==> src/rtl/core/vmc_pkg.sv <==
// ----------------------------------------------------------------------------
// Velocity magnitude clamp package
// Widths, register codes and cell state types shared by the clamp core.
// ----------------------------------------------------------------------------
`default_nettype none

package vmc_pkg;

    localparam int CW       = 32;              // component width
    localparam int FB       = 16;              // fraction bits
    localparam int CAP_W    = 31;
    localparam int BLEND_W  = 17;
    localparam int BLEND_FB = 16;
    localparam int SQ_W     = 2 * CW;
    localparam int RAD_W    = SQ_W + 2;        // sum of three squares
    localparam int ROOT_W   = RAD_W / 2;
    localparam int REM_SQ_W = ROOT_W + 2;
    localparam int CAPSQ_W  = 2 * CAP_W;
    localparam int CMP_W    = (RAD_W > CAPSQ_W) ? RAD_W : CAPSQ_W;
    localparam int PROD_W   = CW + ROOT_W;
    localparam int TDATA_W  = ((3 * CW + 7) / 8) * 8;
    localparam int PAD_W    = TDATA_W - 3 * CW;

    localparam logic [CAP_W-1:0]   CAP_RESET   = CAP_W'(10) << FB;
    localparam logic [BLEND_W-1:0] BLEND_RESET = BLEND_W'(64225);
    localparam logic [BLEND_W-1:0] BLEND_ONE   = BLEND_W'(1) << BLEND_FB;

    typedef enum logic [1:0] {
        REG_SPEED_CAP  = 2'd0,
        REG_SOFT_MODE  = 2'd1,
        REG_SOFT_BLEND = 2'd2
    } vmc_reg_t;

    typedef struct packed {
        logic [REM_SQ_W-1:0]  rem;
        logic [ROOT_W-1:0]    root;
        logic [RAD_W-1:0]     rad;
        logic [2:0][CW-1:0]   mag;
        logic [2:0]           neg;
        logic                 limited;
    } vmc_sqrt_t;

    typedef struct packed {
        logic [ROOT_W-1:0]        dvsr;
        logic [2:0][ROOT_W-1:0]   rem;
        logic [2:0][CW-1:0]       nq;
        logic [2:0]               neg;
        logic                     limited;
    } vmc_div_t;

endpackage

`default_nettype wire

==> src/rtl/core/vmc_div_cell.sv <==
// ----------------------------------------------------------------------------
// Divider cell
// Produces one quotient bit for each of the three lanes and registers it.
// ----------------------------------------------------------------------------
`default_nettype none

module vmc_div_cell (
    input  wire logic             aclk,
    input  wire logic             aresetn,
    input  wire logic             adv,
    input  wire logic             in_valid,
    input  wire vmc_pkg::vmc_div_t in_cell,
    output logic                  out_valid,
    output vmc_pkg::vmc_div_t     out_cell
);

    logic [vmc_pkg::ROOT_W:0] dv;
    logic [vmc_pkg::ROOT_W:0] t;
    vmc_pkg::vmc_div_t        cell_next;

    always_comb begin
        dv        = {1'b0, in_cell.dvsr};
        t         = '0;
        cell_next = in_cell;
        for (int i = 0; i < 3; i++) begin
            t = {in_cell.rem[i], in_cell.nq[i][vmc_pkg::CW-1]};
            if (t >= dv) begin
                cell_next.rem[i] = vmc_pkg::ROOT_W'(t - dv);
                cell_next.nq[i]  = {in_cell.nq[i][vmc_pkg::CW-2:0], 1'b1};
            end else begin
                cell_next.rem[i] = t[vmc_pkg::ROOT_W-1:0];
                cell_next.nq[i]  = {in_cell.nq[i][vmc_pkg::CW-2:0], 1'b0};
            end
        end
    end

    always_ff @(posedge aclk) begin
        if (!aresetn) begin
            out_valid <= 1'b0;
        end else if (adv) begin
            out_valid <= in_valid;
        end
    end

    always_ff @(posedge aclk) begin
        if (adv) begin
            out_cell <= cell_next;
        end
    end

endmodule

`default_nettype wire

==> config.mk <==
export PLATFORM = sky130hd
export DESIGN_NAME = vmc_div_cell
export DESIGN_NICKNAME = d
export VERILOG_FILES = /design/src/rtl/core/vmc_pkg.sv /design/src/rtl/core/vmc_div_cell.sv
export SDC_FILE = /design/constraint.sdc
export NUM_CORES = 1
export LEC_CHECK = 0
export ABC_AREA = 1
export BUFFER_PORTS_ARGS = -buffer_cell sky130_fd_sc_hd__buf_2
export CAP_MARGIN = 20
export CORE_MARGIN = 4
export CORE_UTILIZATION = 35
export DETAILED_ROUTE_END_ITERATION = 8
export PLACE_DENSITY = 0.65
export SETUP_SLACK_MARGIN = 0.3
export SYNTH_ARGS = -nofsm -noshare
export SYNTH_HDL_FRONTEND = slang
export SYNTH_SLANG_ARGS = --single-unit
==> constraint.sdc <==
create_clock -name aclk -period 2.4 [get_ports aclk]
set_clock_uncertainty 0.1 [all_clocks]
set_input_delay 0.12 -clock aclk [delete_from_list [all_inputs] [get_ports aclk]]
set_output_delay 0.12 -clock aclk [all_outputs]
set_load 0.005 [all_outputs]
Yosys cells after proc, flatten, opt, wreduce, memory -nomap -nowiden

Index checks and enable logic that the tools add are counted.

Add/subtract/negate cells: 3
Order comparisons: 3
Muxes and demuxes: 6

Operators with widths:

| operator       | count |
|---|---|
| $ge 34x33->1   | 3 |
| $mux 33        | 3 |
| $sub 33x33->33 | 3 |
| $mux 1         | 3 |

Flip-flop bits (word level): 233
Output and inout bits: 233
Word-level logic and storage cells: 22

Logic depth before layout (Yosys ltp)

Word-level depth: 2
Gate-level depth with buffers: 15
Mapped depth without buffers: 15

Worst setup path before layout

No wires, ideal clock.

Path kind: input to register
Start: in in_cell[99] (netlist bit)
End: reg out_cell[197] (netlist bit) (data pin)
Arrival: 1.520 ns
Required time: 2.047 ns
Slack: 0.527 ns
Cell stages on the path: 13
Path through: inv_1 -> ha_1 -> inv_1 -> fa_1 -> nand3_1 -> nand3_2 -> nand2_1 -> nand2_2 -> nand2_4 -> nand2_8 -> buf_8 -> nand3_1 -> nand2_1

RTL lines:

| what                   | RTL line           | RTL |
|---|---|---|
| start: declaration     | vmc_div_cell.sv:12 | `input wire vmc_pkg::vmc_div_t in_cell,` |
| end signal: assignment | vmc_div_cell.sv:47 | `out_cell <= cell_next;` |
| end: declaration       | vmc_div_cell.sv:14 | `output vmc_pkg::vmc_div_t out_cell` |

==> reports/metrics.cfg <==
[finish]
area_growth_pct=53.3
multi_input_area_um2=8680
layout.cells.non_filler=3730
nNetsFinal=3433
fillers=4372
final_layout_size_suffix_gt1_share_pct=29.7
regArea_um2=6990

[sta]
finalCriticalPeriod_ps=2080
clock.fmax_mhz=482
final_hold_viol_count=2
tightestPinTransition_ps=574
holdWs_ps=-21.4
slew_viol_final=0
relSlewSlack_pct=61.7
grt_setup_unrepaired=no
final.setup.worst_slack_ps=325
setup_viol=0
fin_crit_sh_pct=86.5

[placed_design]
dp_hpwl_um=56200
dp.cells=3431
port_buffers=468
routabilityCongestion=0.941
pre_cts_ws_ps=-81.2

[synthesis]
yosysWarnings=0
postSynthNetCount=2545
ys_ff_latch=233
yosysTopAreaCell=edfxtp_1
synth_top_family_by_area=simple AND/OR/NAND/NOR gates
yosysSeqAreaShare_pct=41.9
synth_compound_gate_area_share_pct=2.35
avgSynthCellArea_um2=7.56
netlist_area_um2=16700
yosys-mux-area-fraction_pct=0
synth_top_area_share_pct=41.8
synth_cell_types=34
synthTopCellsByArea=edfxtp_1 (42%), nand2_1 (20%), inv_1 (9.1%)
yosys.area_share.adder_pct=7.79
syn_inst=2207
synthSimpleGateAreaFrac_pct=35.2
synthXorXnorAreaFrac_pct=2.21

[drt]
via_per_inst=4.79
routedWlPerCell_um=19.5
drt_first_pass_iters=5
vias=17900
detail-route-antenna-nets=0
drt_iter0_drc=1158
wirelength_um=72700
drc=0

[min_path]
hp-class=primary input to flip-flop

[critical_path]
critPathKind=primary input to flip-flop
crit_fanout=17
rr_endpoint=out_valid
worstSetupStartpointType=primary input
cp.arrival_ps=2270
r2r_setup_slack_ps=1070
endpoint=out_cell[133]
endpoint_kind=flip-flop
worstReg2RegStart=out_valid
ff2ff_path_depth=3
worstPathRequired_ps=2590
worstSetupStartpoint=in_cell[133]

[outcome]
status=finished, violations left
violations=negative hold slack

[floorplanning]
die_area_um2=51200
start_util_pct=35.6
num_rows=79
die-width_um=226
ios=469
die_height_um=226
core-area_um2=46900

[cts]
clk_pin_slew_ps=70
cts_tree=built
insertion_delay_ps=570
cts_sinks=233
cts-root-buf=clkbuf_16
cts_buffers=28
clockBufferDepth=3
htreeDepth=1

[global_route]
antenna_found_initial=6
busiest_layer=met2
globalRouteMet2Util_pct=46.1
grtUsageMet1_pct=33.6
grt_pass1_wl_um=106000
use_met3_pct=4.96
grtUsageTotal_pct=27.0
grt_pass1_vias=17900
gr-total-overflow=0
grt_max_degree=69

[flow_run]
drv_cap=0

[power]
leakage_nw=13.2
power.density_nw_per_um2=567
vdd_drop_max_v=0.000530

==> through the flow <==
step	power, W	instance area, µm²	setup TNS (ps)	utilization, %
6_report	0.0145	25600	0	54.6
5_1_grt	0.0152	25600	0	54.6
4_1_cts	0.0143	24500	0	52.4
3_5_place_dp	0.00918	21200	-2060	45.3
3_3_place_gp	0.00915	21200	-1530	45.3
2_1_floorplan	0.00723	16700	0	-
==> layout by cell type (no fill, tap or decap), types with 8 or more instances in the layout <==
| master | n |
|---|---|
| a21oi_1 | 57 |
| nand3_2 | 44 |
| nand2_1 | 819 |
| xor2_1 | 39 |
| ha_1 | 65 |
| nor2_1 | 91 |
| clkbuf_16 | 33 |
| dlygate4sd3_1 | 224 |
| nor3_2 | 8 |
| buf_12 | 26 |
| edfxtp_1 | 232 |
| nand3_1 | 163 |
| buf_4 | 149 |
| inv_1 | 401 |
| nand2_2 | 55 |
| nor2_2 | 31 |
| ha_4 | 34 |
| nor3_1 | 14 |
| and2_1 | 21 |
| nand2_4 | 11 |
| nand3b_1 | 33 |
| buf_6 | 14 |
| buf_2 | 457 |
| inv_2 | 9 |
==> cells in the mapped netlist (all sizes together) <==
master  instances
nand2         887
nand4           6
inv           410
clkbuf          1
nor2          129
xor2           39
buf            27
dfxtp           1
o21ai           4
o21bai          1
xnor2           3
edfxtp        232
ha             99
nand3         207
or2             7
a21o            6
fa              3
nand3b         33
a21oi          63
nor3           27
and2           22
==> critical path, stage by stage <==
cell and delay [ps]:
dlygate4sd3_1 570, buf_2 180, ha_4 250, nand2_1 80, nor2_1 50, nand3_1 120
nand3b_1 180, nand2_2 80, nor2_4 210, nand2_8 100, buf_12 160, nand2_1 50
o21ai_0 100
==> cell families after synthesis <==
family                     count (synthesis)
and+or+nand+nor                         1318
DFF                                      233
buffers and inverters                    438
AOI/OAI and AO/OA                         74
xor gates and xnor gates                  42
adders and majority gates                102
==> metal layers <==
| metal | vias to the layer above | share of wire [%] |
|---|---|---|
| met2 | 649 | 47 |
| met4 | 0 | 5.1 |
| met5 | - | 0 |
| met1 | 8313 | 41 |
| met3 | 159 | 7.3 |
| li1 | 8760 | - |
==> repair_timing <==
item	in CTS	in global routing
resized for setup	0	177
setup buffers	0	5
endpoints found under the setup margin	0	100
hold endpoints to repair	287	0
hold buffers	231	0
==> cell type report <==
cell class / count / area share [%]
antenna: 7 / 0.0685
timing repair buffer: 885 / 25.7
multi-input combinational: 1537 / 34.0
inverter: 410 / 6.02
sequential: 233 / 27.3
clock buffer: 29 / 2.84
tap: 607 / 2.97
clock inverter: 22 / 1.16
==> sequential cells by signal, indices dropped and copies added, names as in the netlist <==
register   cells
out_cell     232
out_valid      1
==> worst min-delay path by stage <==
| stage | start | to | slack (ps) | cells past startpoint |
|---|---|---|---|---|
| CTS | in_cell[67] | out_cell[133] | 1 | 3 |
| floorplan | adv | out_valid | 110 | 1 |
| finish | in_cell[185] | out_cell[186] | -20 | 4 |
| detailed placement | in_cell[31] | out_cell[32] | 200 | 1 |
| global route | in_cell[185] | out_cell[186] | 6 | 4 |
| global placement | in_cell[41] | out_cell[42] | 200 | 1 |
==> power by group <==
group	internal [W]	leakage (nW)	switching (W)
Clock	0.00279	0.492	0.00197
Combinational	0.00199	10.5	0.00256
Sequential	0.00504	2.28	0.000151
Total	0.00982	13.2	0.00469
Power figures use the tool's default switching activity.
