<file path="src/rtl/core/vmc_pkg.sv">
// ----------------------------------------------------------------------------
// Velocity magnitude clamp package
// Widths, register codes and cell state types shared by the clamp core.
// ----------------------------------------------------------------------------
`default_nettype none

package vmc_pkg;

    localparam int CW       = 32;              // component width
    localparam int FB       = 16;              // fraction bits
    localparam int CAP_W    = 31;
    localparam int BLEND_W  = 17;
    localparam int BLEND_FB = 16;
    localparam int SQ_W     = 2 * CW;
    localparam int RAD_W    = SQ_W + 2;        // sum of three squares
    localparam int ROOT_W   = RAD_W / 2;
    localparam int REM_SQ_W = ROOT_W + 2;
    localparam int CAPSQ_W  = 2 * CAP_W;
    localparam int CMP_W    = (RAD_W > CAPSQ_W) ? RAD_W : CAPSQ_W;
    localparam int PROD_W   = CW + ROOT_W;
    localparam int TDATA_W  = ((3 * CW + 7) / 8) * 8;
    localparam int PAD_W    = TDATA_W - 3 * CW;

    localparam logic [CAP_W-1:0]   CAP_RESET   = CAP_W'(10) << FB;
    localparam logic [BLEND_W-1:0] BLEND_RESET = BLEND_W'(64225);
    localparam logic [BLEND_W-1:0] BLEND_ONE   = BLEND_W'(1) << BLEND_FB;

    typedef enum logic [1:0] {
        REG_SPEED_CAP  = 2'd0,
        REG_SOFT_MODE  = 2'd1,
        REG_SOFT_BLEND = 2'd2
    } vmc_reg_t;

    typedef struct packed {
        logic [REM_SQ_W-1:0]  rem;
        logic [ROOT_W-1:0]    root;
        logic [RAD_W-1:0]     rad;
        logic [2:0][CW-1:0]   mag;
        logic [2:0]           neg;
        logic                 limited;
    } vmc_sqrt_t;

    typedef struct packed {
        logic [ROOT_W-1:0]        dvsr;
        logic [2:0][ROOT_W-1:0]   rem;
        logic [2:0][CW-1:0]       nq;
        logic [2:0]               neg;
        logic                     limited;
    } vmc_div_t;

endpackage

`default_nettype wire

</file>
<file path="src/rtl/core/vmc_sqrt_cell.sv">
// ----------------------------------------------------------------------------
// Square root cell
// Decides one root bit from two radicand bits and registers the result.
// ----------------------------------------------------------------------------
`default_nettype none

module vmc_sqrt_cell (
    input  wire logic              aclk,
    input  wire logic              aresetn,
    input  wire logic              adv,
    input  wire logic              in_valid,
    input  wire vmc_pkg::vmc_sqrt_t in_cell,
    output logic                   out_valid,
    output vmc_pkg::vmc_sqrt_t     out_cell
);

    logic [vmc_pkg::REM_SQ_W+1:0] rem_t;
    logic [vmc_pkg::REM_SQ_W+1:0] trial;
    vmc_pkg::vmc_sqrt_t           cell_next;

    always_comb begin
        rem_t     = {in_cell.rem, in_cell.rad[vmc_pkg::RAD_W-1 -: 2]};
        trial     = (vmc_pkg::REM_SQ_W+2)'({in_cell.root, 2'b01});
        cell_next = in_cell;
        cell_next.rad = in_cell.rad << 2;
        if (rem_t >= trial) begin
            cell_next.rem  = vmc_pkg::REM_SQ_W'(rem_t - trial);
            cell_next.root = {in_cell.root[vmc_pkg::ROOT_W-2:0], 1'b1};
        end else begin
            cell_next.rem  = vmc_pkg::REM_SQ_W'(rem_t);
            cell_next.root = {in_cell.root[vmc_pkg::ROOT_W-2:0], 1'b0};
        end
    end

    always_ff @(posedge aclk) begin
        if (!aresetn) begin
            out_valid <= 1'b0;
        end else if (adv) begin
            out_valid <= in_valid;
        end
    end

    always_ff @(posedge aclk) begin
        if (adv) begin
            out_cell <= cell_next;
        end
    end

endmodule

`default_nettype wire

</file>
<file path="config.mk">
export PLATFORM = sky130hd
export DESIGN_NAME = vmc_sqrt_cell
export DESIGN_NICKNAME = d
export VERILOG_FILES = /design/src/rtl/core/vmc_pkg.sv /design/src/rtl/core/vmc_sqrt_cell.sv
export SDC_FILE = /design/constraint.sdc
export NUM_CORES = 1
export LEC_CHECK = 0
export BUFFER_PORTS_ARGS = -buffer_cell sky130_fd_sc_hd__buf_2
export CORE_AREA = 2 2 186 188
export DETAILED_ROUTE_END_ITERATION = 10
export DIE_AREA = 0 0 188 190
export PLACE_DENSITY = 0.62
export SLEW_MARGIN = 20
export SYNTH_ARGS = -nofsm -noshare
export SYNTH_HDL_FRONTEND = slang
export SYNTH_SLANG_ARGS = --single-unit
</file>
<file path="constraint.sdc">
create_clock -name aclk -period 4.9 [get_ports aclk]
set_input_delay 0.98 -clock aclk [delete_from_list [all_inputs] [get_ports aclk]]
set_output_delay 0.98 -clock aclk [all_outputs]
set_load 0.05 [all_outputs]
</file>
# ---- Word-level counts from Yosys, hierarchy flattened
# Cells that the tools add are included.
dict set report word_totals {
  ff_bits 233
  input_bits 238
  output_inout_bits 235
  elab_cells 12
}
dict set report classes {
  n_lt_le_gt_ge 1
  n_mux 1
  add_sub_neg 1
}
# cell n
set op_table {}
lappend op_table {{$mux 68} 1}
lappend op_table {{$ge 37x35->1} 1}
lappend op_table {{$sub 35x35->35} 1}

# ---- Logic depth before layout (Yosys ltp)
# Gate-level depths: netlist of run 1.
dict set report depth {
  word_depth 2
  ltp_mapped 14
  mapped_depth_nobuf 11
}

# ---- Worst setup path after synthesis of run 1
# Ideal clock, no wire load.
dict set report synth_timing {
  path_kind {input -> register}
  start {input port in_cell[175] (netlist name)}
  end {register out_cell[216] (netlist name), data pin}
  setup_slack_ns 1.364
  cell_stages 11
  arrival_time_ns 3.276
  cell_sequence {inv_1 > ha_1 > buf_2 > nand2_1 > or3_1 > or4_1 > o31a_1 > o21ai_2 > o211ai_2 > buf_6 > mux2_4}
}
# item line_no
set synth_rtl {}
lappend synth_rtl {{from (decl)} vmc_sqrt_cell.sv:12} ;# input wire vmc_pkg::vmc_sqrt_t in_cell,
lappend synth_rtl {{to (signal assigned)} vmc_sqrt_cell.sv:45} ;# out_cell <= cell_next;
lappend synth_rtl {{to (decl)} vmc_sqrt_cell.sv:14} ;# output vmc_pkg::vmc_sqrt_t out_cell

==> impl_metrics.tcl, run 1 <==
set metrics [dict create \
    period_minus_slack_ns 3.782 \
    clock_latency_ns 0.52 \
    nets 1376 \
    worst-path-max-fanout 32 \
    hold_viol 0 \
    core-area_um2 33950 \
    ys_types 48 \
    post_cts_buffers 0 \
    setup.worst_path.end "out_cell[226]$_DFFE_PP_" \
    cts_resized 0 \
    rows 68 \
    avgSynthCellArea_um2 15.29 \
    fin_ws_ns 1.118 \
    power.leakage_nw 5.755 \
    p_seq_frac 0.416 \
    cp.depth 12 \
    gp_congestion 0.8818 \
    drive_gt1_frac 0.4635 \
    grt_max_degree 94 \
    synthArstFlopShare 0 \
    setup_tns_ns 0 \
    powerDensity_nw_per_um2 448.4 \
    start_util 0.2757 \
    path_buf_inv 3 \
    min_path_type "register to register" \
    antenna_found_initial 7 \
    post_drt_wl_per_cell_um 19.76 \
    ir_drop_uv 273.3 \
    period_share 0.7719 \
    drt-pass1-iter-count 5 \
    dieArea_um2 35720 \
    synth_edf_count 232 \
    required_ns 5.17 \
    overflow 0 \
    hpwl_um 24120 \
    via_per_inst 4.425 \
    port_buffers 470 \
    timing.rr.start "out_valid$_SDFFE_PN0P_" \
    num_io_pins 473 \
    power_switching_w 0.001901 \
    maxCapViolations 0 \
    route.antenna.remaining_nets 0 \
    htreeDepth 1 \
    synth-main-ff-cell "edfxtp_1" \
    cts_hold_buf 0 \
    vias 7000 \
    grt_pass1_wl_um 43900 \
    intPower_w 0.004021 \
    clkPwrFrac 0.353 \
    placed_cell_area_um2 12280 \
    final_area_um2 13210 \
    setup_viol 0 \
    fp.dieW_um 188 \
    r2r_slack_ns 4.30 \
    wl_um 31260 \
    startpoint_type "input port" \
    place_ws_ns 0.5684 \
    cp_cell_sequence "buf_2 -> inv_1 -> ha_1 -> o21a_1 -> o211ai_1 -> a311o_1 -> o211ai_1 -> o211ai_1 -> a211oi_1 -> o211ai_4 -> buf_4 -> o21ai_1" \
    path_clk_slew_ns 0.06 \
    clock-sinks 233 \
    slowest_delay_ns 0.77 \
    crit_family "compound AO/OA/AOI/OAI gates" \
    netSwitchingFraction 0.3210 \
    numCtsBuffers 27 \
    critPathArrivalTime_ns 4.05 \
    reg2reg_depth 2 \
    synth-seq-area-share 0.7466 \
    synth_seq_cells 233 \
    netlist_area_um2 9358 \
    outcome "complete, no violations" \
    die_h_um 190 \
    yosys_warnings 0 \
    drv_slew 0 \
    pwr-share-comb 0.231 \
    r2r_end "out_valid$_SDFFE_PN0P_" \
    root_buffer "clkbuf_16" \
    critPathLaunch "in_cell[166]" \
    grt_pass1_vias 6963 \
    worstMarginPinSlew_ns 0.9152 \
    critical-path-top-cell-by-count "o211ai_1" \
    endpoint_kind "register" \
    slew_headroom 0.3869 \
    criticalPathCategory "input port to register" \
    rsz0062_at_grt "false" \
    cp_slowest_cell "o211ai_4" \
    cts_tree "done" \
    fin_skew_ns 0 \
    grt_use_total 0.1640 \
    clock_path_buffers 3 \
    nFillCells 3290 \
    synth_cells 612 \
    areaGrowthSynthToFinish_pct 41.12 \
    drtIter0Drc 462 \
    drcViolationCount 0 \
    max_freq_ghz 0.2644 \
]
[cell usage after synthesis, types with 3 or more instances]
master / number / share of area
edfxtp_1: 232 / 0.74
nand2_1: 59 / 0.024
inv_1: 43 / 0.017
a21oi_1: 37 / 0.020
ha_1: 35 / 0.047
o21ai_1: 29 / 0.016
nor2_1: 21 / 0.0084
a21o_1: 19 / 0.015
xor2_1: 17 / 0.016
xnor2_1: 16 / 0.015
o21ai_0: 13 / 0.0070
nand3_1: 8 / 0.0043
clkbuf_1: 6 / 0.0024
o211ai_1: 6 / 0.0048
o21bai_1: 6 / 0.0048
nand4_1: 5 / 0.0033
nor3_1: 5 / 0.0027
and3_1: 4 / 0.0027
buf_6: 4 / 0.0048
o21a_1: 4 / 0.0032
a211oi_1: 3 / 0.0024
o31ai_1: 3 / 0.0024
or3_1: 3 / 0.0020
[cell type report]
class | count | area, µm² | share of cell area
Clock inverter | 15 | 210.2 | 0.01592
Sequential cell | 233 | 6987 | 0.5291
Timing Repair Buffer | 475 | 2437 | 0.1846
Clock buffer | 33 | 698.2 | 0.05287
Inverter | 43 | 161.4 | 0.01222
Multi-Input combinational cell | 323 | 2130 | 0.1613
Antenna cell | 5 | 12.51 | 0.0009475
Tap cell | 455 | 569.3 | 0.04311
[worst reg2reg max path, cell delays in order, from the launching register on]
cell and delay, ns:
dfxtp_1 0.32, mux2i_1 0.12, nor2b_1 0.06
[cell families after synthesis]
kind of cell             count (synthesis)  share of synthesized area
adder cells (fa/ha/maj)                 35                    0.04680
XOR/XNOR                                33                    0.03089
multiplexers                             3                   0.003743
flip-flops                             233                     0.7466
AO/OA/AOI/OAI                          136                    0.09092
buffers and inverters                   57                    0.02714
other                                    1                  0.0004007
AND/OR/NAND/NOR                        114                    0.05348
[sequential cells by signal, indices dropped and copies added (netlist names)]
signal,flops
out_cell,232
out_valid,1
[power groups by stage]
stage	sequential, W	clock (W)	combinational (W)
floorplan	0.00316	0	0.000282
global placement	0.00250	0	0.00136
detailed placement	0.00250	0	0.00137
CTS	0.00247	0.00215	0.00138
global route	0.00248	0.00225	0.00143
finish	0.00246	0.00209	0.00137
[layer usage]
layer	up-vias	wire, µm	share of wire	GRT usage
li1	3279	-	-	-
met2	316	15460	0.49	0.2800
met3	53	2665	0.085	0.05220
met5	-	21	0.00067	0
met4	4	1036	0.033	0.06208
met1	3348	12070	0.39	0.1930
[cell usage in the layout, fill, tap and decap left out, types with 3 or more instances in the layout]
| cell type | count |
|---|---|
| xor2_1 | 17 |
| o21a_1 | 4 |
| nor2_1 | 21 |
| nand3_1 | 8 |
| clkinvlp_4 | 3 |
| xnor2_1 | 16 |
| o31ai_1 | 3 |
| o21ai_0 | 13 |
| o21bai_1 | 6 |
| bufinv_16 | 5 |
| clkbuf_16 | 27 |
| a21oi_1 | 37 |
| diode_2 | 5 |
| or3_1 | 3 |
| ha_1 | 35 |
| nand4_1 | 5 |
| clkbuf_1 | 6 |
| nand2_1 | 59 |
| a21o_1 | 19 |
| inv_1 | 43 |
| clkinv_1 | 4 |
| a211oi_1 | 3 |
| edfxtp_1 | 232 |
| buf_12 | 3 |
| o211ai_1 | 6 |
| and3_1 | 4 |
| nor3_1 | 5 |
| buf_2 | 469 |
| o21ai_1 | 29 |
[worst min path at each step]
stage,start,end,slack [ns],cells past startpoint
2_1_floorplan,out_valid$_SDFFE_PN0P_,out_valid$_SDFFE_PN0P_,0.74,2
3_3_place_gp,out_valid$_SDFFE_PN0P_,out_valid$_SDFFE_PN0P_,0.53,2
3_5_place_dp,out_valid$_SDFFE_PN0P_,out_valid$_SDFFE_PN0P_,0.52,2
4_1_cts,out_valid$_SDFFE_PN0P_,out_valid$_SDFFE_PN0P_,0.53,2
5_1_grt,out_valid$_SDFFE_PN0P_,out_valid$_SDFFE_PN0P_,0.56,2
6_report,out_valid$_SDFFE_PN0P_,out_valid$_SDFFE_PN0P_,0.54,2
[per-stage QoR]
stage / power (W) / instances / util / hold slack [ns]
after floorplan: 0.003443 / 613 / - / 0.7429
after detailed placement: 0.003876 / 1529 / 0.3619 / 0.5193
after global routing: 0.006159 / 1580 / 0.3888 / 0.5610
after global placement: 0.003864 / 1529 / 0.3619 / 0.5305
final: 0.005922 / 1582 / 0.3890 / 0.5397
after CTS: 0.005996 / 1577 / 0.3886 / 0.5345
Note: power is estimated with default switching activity, not from simulation.
==> inputs of run 2 (changes only) <==
--- a/config.mk
+++ b/config.mk
@@ -9,7 +9,7 @@
 export CORE_AREA = 2 2 186 188
 export DETAILED_ROUTE_END_ITERATION = 10
 export DIE_AREA = 0 0 188 190
-export PLACE_DENSITY = 0.62
+export PLACE_DENSITY = 0.64
 export SLEW_MARGIN = 20
 export SYNTH_ARGS = -nofsm -noshare
 export SYNTH_HDL_FRONTEND = slang
==> constraint.sdc (replaced) <==
create_clock -name aclk -period 3.2 [get_ports aclk]
set_input_delay 0.64 -clock aclk [delete_from_list [all_inputs] [get_ports aclk]]
set_output_delay 0.64 -clock aclk [all_outputs]
set_load 0.05 [all_outputs]
==> run 2 against run 1 <==
First-iteration DRC count up 8.0%. Combinational power up 58%. Critical endpoint is now out_cell[227]$_DFFE_PP_. Setup slack worse by 0.71 ns. Global-route usage down 0.19 points. Critical path depth up 2. Highest routed layer unchanged. Largest power group unchanged.
==> impl_metrics.tcl, run 2 (same netlist as run 1, synthesis figures left out) <==
set metrics [dict create \
    overflow 0 \
    post_cts_buffers 0 \
    hpwl_um 24440 \
    dp_cells 1583 \
    drt-pass1-iter-count 4 \
    dieArea_um2 35720 \
    worst-path-max-fanout 6 \
    drtIter0Drc 499 \
    path_clk_slew_ns 0.06 \
    critPathLaunch "in_cell[169]" \
    hold_viol 0 \
    fin_skew_ns 0 \
    clock_path_buffers 3 \
    rsz0062_at_grt "false" \
    fp.dieW_um 188 \
    post_drt_wl_per_cell_um 18.89 \
    vias 7186 \
    final_cell_mix "buf_2 (469), edfxtp_1 (232), nand2_1 (59), buf_4 (56), inv_1 (43)" \
    startpoint_type "input port" \
    max_freq_ghz 0.3580 \
    ir_drop_uv 386.3 \
    worstMarginPinSlew_ns 0.6163 \
    num_io_pins 473 \
    endpoint_kind "register" \
    htreeDepth 1 \
    areaGrowthSynthToFinish_pct 45.78 \
    cts_hold_buf 0 \
    grt_max_degree 76 \
    min_path_type "input port to register" \
    criticalPathCategory "input port to register" \
    r2r_slack_ns 2.56 \
    nets 1430 \
    top_regs "out_cell (232), out_valid (1)" \
    grt_use_total 0.1621 \
    numCtsBuffers 27 \
    port_buffers 470 \
    largest_reg_flops 232 \
    period_minus_slack_ns 2.793 \
    worstHoldPathCells 1 \
    r2r_end "out_valid$_SDFFE_PN0P_" \
    core-area_um2 33950 \
    grt_pass1_vias 7223 \
    start_util 0.2757 \
    drive_gt1_frac 0.4962 \
    fin_total_pwr_w 0.009192 \
    reg2reg_depth 2 \
    grt_pass1_wl_um 43680 \
    rows 68 \
    timing.rr.start "out_valid$_SDFFE_PN0P_" \
    maxCapViolations 0 \
    place_ws_ns -0.1559 \
    fin_ws_ns 0.4069 \
    gp_congestion 0.8910 \
    final_common_cell "buf_2" \
    power.leakage_nw 6.049 \
    period_share 0.8728 \
    final_util 0.4019 \
    antenna_found_initial 5 \
    via_per_inst 4.400 \
    hold_end "out_cell[105]$_DFFE_PP_" \
    setup_viol 0 \
    root_buffer "clkbuf_16" \
    powerDensity_nw_per_um2 673.8 \
    required_ns 3.48 \
    drcViolationCount 0 \
    slew_headroom 0.5892 \
    die_h_um 190 \
    min_from "in_cell[103]" \
    clock-sinks 233 \
    drv_slew 0 \
    critPathArrivalTime_ns 3.08 \
    clock_latency_ns 0.53 \
    wl_um 30850 \
    top_register "out_cell" \
    cts_resized 0 \
    outcome "complete, no violations" \
    route.antenna.remaining_nets 0 \
    cts_tree "done" \
    hold_ws_ns 0.2774 \
    final_cells 1633 \
    nFillCells 3235 \
]
## run 2: cell types whose count changed in the layout (fill, tap and decap cells not counted), sizes merged
cell,before,now
buf,475,529
bufinv,5,4
clkbuf,33,32
clkinv,5,8
clkinvlp,3,2
diode,5,1
inv,45,46
## run 2: routing by layer
layer,global-route usage,part of all wire
met3,0.05018,0.081
met5,0,0.0018
met1,0.1915,0.39
met4,0.06390,0.037
met2,0.2759,0.49
## run 2: area by class of cell
class                   instances  area, µm²  share of cell area
well taps                     455      569.3             0.04173
repair buffers                529       2843              0.2084
clock inverters                17      215.2             0.01578
flip-flops and latches        233       6987              0.5122
diodes                          1      2.502           0.0001834
inverters                      43      161.4             0.01183
clock buffers                  32      734.5             0.05384
multi-input cells             323       2130              0.1561
## run 2: worst max-delay path, stage by stage
cell and delay [ns]:
buf_2 0.09, inv_1 0.04, ha_1 0.37, a21oi_1 0.19, nor2_1 0.07, a2111oi_2 0.35, buf_4 0.18, o211ai_1 0.07
buf_4 0.17, a21oi_1 0.18, o21ai_0 0.20, a31oi_1 0.28, xor2_1 0.17, o21ai_1 0.07
## run 2: report_power, final
group,switching (W),internal (W)
registers,0.0000845,0.00370
logic,0.00159,0.000578
clock network,0.00127,0.00197
total,0.00294,0.00625
## run 2: worst max-delay path by stage
stage,endpoint,slack [ns],cells past startpoint
floorplan,out_cell[216]$_DFFE_PP_,0.004,11
global placement,out_cell[222]$_DFFE_PP_,-0.08,12
detailed placement,out_cell[228]$_DFFE_PP_,-0.16,11
CTS,out_cell[217]$_DFFE_PP_,0.43,13
global route,out_cell[217]$_DFFE_PP_,0.22,14
finish,out_cell[227]$_DFFE_PP_,0.41,14
## run 2: through the flow
stage / TNS, ns / area (µm²)
final: 0 / 13640
after global routing: 0 / 13640
after CTS: 0 / 13640
after detailed placement: -3.114 / 12690
after global placement: -1.725 / 12690
after floorplan: 0 / 9361
==> inputs of run 3 (changes only) <==
--- a/config.mk
+++ b/config.mk
@@ -9,7 +9,7 @@
 export CORE_AREA = 2 2 186 188
 export DETAILED_ROUTE_END_ITERATION = 10
 export DIE_AREA = 0 0 188 190
-export PLACE_DENSITY = 0.64
+export PLACE_DENSITY_LB_ADDON = 0.08
 export SLEW_MARGIN = 20
 export SYNTH_ARGS = -nofsm -noshare
 export SYNTH_HDL_FRONTEND = slang
==> run 3 against run 2 <==
Sequential power is essentially flat. Sequential share of layout area shrank 0.33 points. Sequential cell count is the same. Clock-buffer cell count shrank 3. Setup slack lost 0.021 ns. Final area grew 0.65%. Critical path type unchanged. Die area is the same. Utilization grew 0.26 points.
==> impl_metrics.tcl, run 3 (same netlist as run 1, synthesis figures left out) <==
set metrics [dict create \
    outcome "complete, no violations" \
    max_freq_ghz 0.3554 \
    grt_pass1_wl_um 40180 \
    fin_skew_ns 0 \
    place_ws_ns -0.2126 \
    clock_path_buffers 3 \
    die_h_um 190 \
    cts_hold_buf 0 \
    cts_resized 0 \
    period_minus_slack_ns 2.814 \
    port_buffers 470 \
    path_clk_slew_ns 0.06 \
    nFillCells 3331 \
    setup_viol 0 \
    final_cell_mix "buf_2 (469), edfxtp_1 (232), buf_4 (67), nand2_1 (59), inv_1 (43)" \
    powerDensity_nw_per_um2 663.4 \
    drt-pass1-iter-count 4 \
    wl_um 27240 \
    final_common_cell "buf_2" \
    cp_cell_sequence "buf_2 -> inv_1 -> ha_1 -> buf_4 -> a21oi_1 -> a311o_1 -> o211ai_1 -> o211ai_1 -> a211oi_1 -> buf_4 -> o211ai_4 -> buf_12 -> o21ai_0" \
    rsz0062_at_grt "false" \
    diodes 0 \
    vias 6887 \
    worstMarginPinSlew_ns 0.5345 \
    critPathArrivalTime_ns 3.09 \
    period_share 0.8794 \
    start_util 0.2757 \
    post_drt_wl_per_cell_um 16.55 \
    worstHoldPathCells 1 \
    route.antenna.remaining_nets 0 \
    fin_ws_ns 0.3859 \
    cts_tree "done" \
    rows 68 \
    min_path_type "input port to register" \
    overflow 0 \
    dieArea_um2 35720 \
    required_ns 3.48 \
    hpwl_um 21760 \
    clock-sinks 233 \
    root_buffer "clkbuf_16" \
    nets 1443 \
    hold_ws_ns 0.2745 \
    slew_headroom 0.6437 \
    startpoint_type "input port" \
    top_register "out_cell" \
    reg2reg_depth 2 \
    hold_viol 0 \
    drive_gt1_frac 0.4979 \
    gp_congestion 0.7950 \
    numCtsBuffers 27 \
    endpoint_kind "register" \
    drcViolationCount 0 \
    drtIter0Drc 276 \
    antenna_found_initial 3 \
    core-area_um2 33950 \
    fin_total_pwr_w 0.009108 \
    maxCapViolations 0 \
    drv_slew 0 \
    setup_tns_ns 0 \
    power.leakage_nw 6.109 \
    ir_drop_uv 378.9 \
    criticalPathCategory "input port to register" \
    via_per_inst 4.184 \
    areaGrowthSynthToFinish_pct 46.73 \
    grt_use_total 0.1462 \
    grt_max_degree 67 \
    largest_reg_flops 232 \
    clock_latency_ns 0.53 \
    htreeDepth 1 \
    cp_slowest_cell "ha_1" \
    top_regs "out_cell (232), out_valid (1)" \
    grt_pass1_vias 7030 \
    post_cts_buffers 0 \
    slowest_delay_ns 0.35 \
    fp.dieW_um 188 \
    num_io_pins 473 \
    worst-path-max-fanout 26 \
]
==> run 3: path summary, 6_finish.rpt <==
kind	startpoint	to	slack (ns)
hold reg to reg	out_valid$_SDFFE_PN0P_	out_valid$_SDFFE_PN0P_	0.53
hold / removal	in_cell[79]	out_cell[79]$_DFFE_PP_	0.27
setup reg to reg	out_valid$_SDFFE_PN0P_	out_valid$_SDFFE_PN0P_	2.60
setup / recovery	in_cell[168]	out_cell[233]$_DFFE_PP_	0.39
==> run 3: critical path: cells and delay by family <==
kind	cells	cell delay (ns)
compound gates	7	1.42
fa+ha+maj	1	0.35
buf+inv	5	0.65
==> run 3: area by class of cell <==
class,count,area (µm²),area share
Inverter,43,161.4,0.01176
Timing Repair Buffer,542,2965,0.2160
Multi-Input combinational cell,323,2130,0.1551
Clock inverter,21,235.2,0.01713
Clock buffer,29,683.2,0.04975
Sequential cell,233,6987,0.5088
Tap cell,455,569.3,0.04146
==> run 3: where the power goes <==
part	switching (W)	internal, W	total, W
Sequential	0.0000633	0.00370	0.00376
Combinational	0.00156	0.000599	0.00216
Clock	0.00125	0.00194	0.00319
==> run 3: per-layer routing <==
metal	vias to the layer above	global-route usage	share of wire	wire length [µm]
met2	259	0.2772	0.53	14420
li1	3411	-	-	-
met5	-	0	0.0012	34
met3	35	0.04372	0.074	2025
met1	3176	0.1603	0.38	10290
met4	6	0.03089	0.017	474
==> run 3: per-stage QoR <==
stage	instances	utilization	cell area [µm²]
after floorplan	613	-	9361
after global placement	1596	0.3774	12810
after detailed placement	1596	0.3774	12810
after CTS	1646	0.4045	13730
after global routing	1646	0.4045	13730
final	1646	0.4045	13730
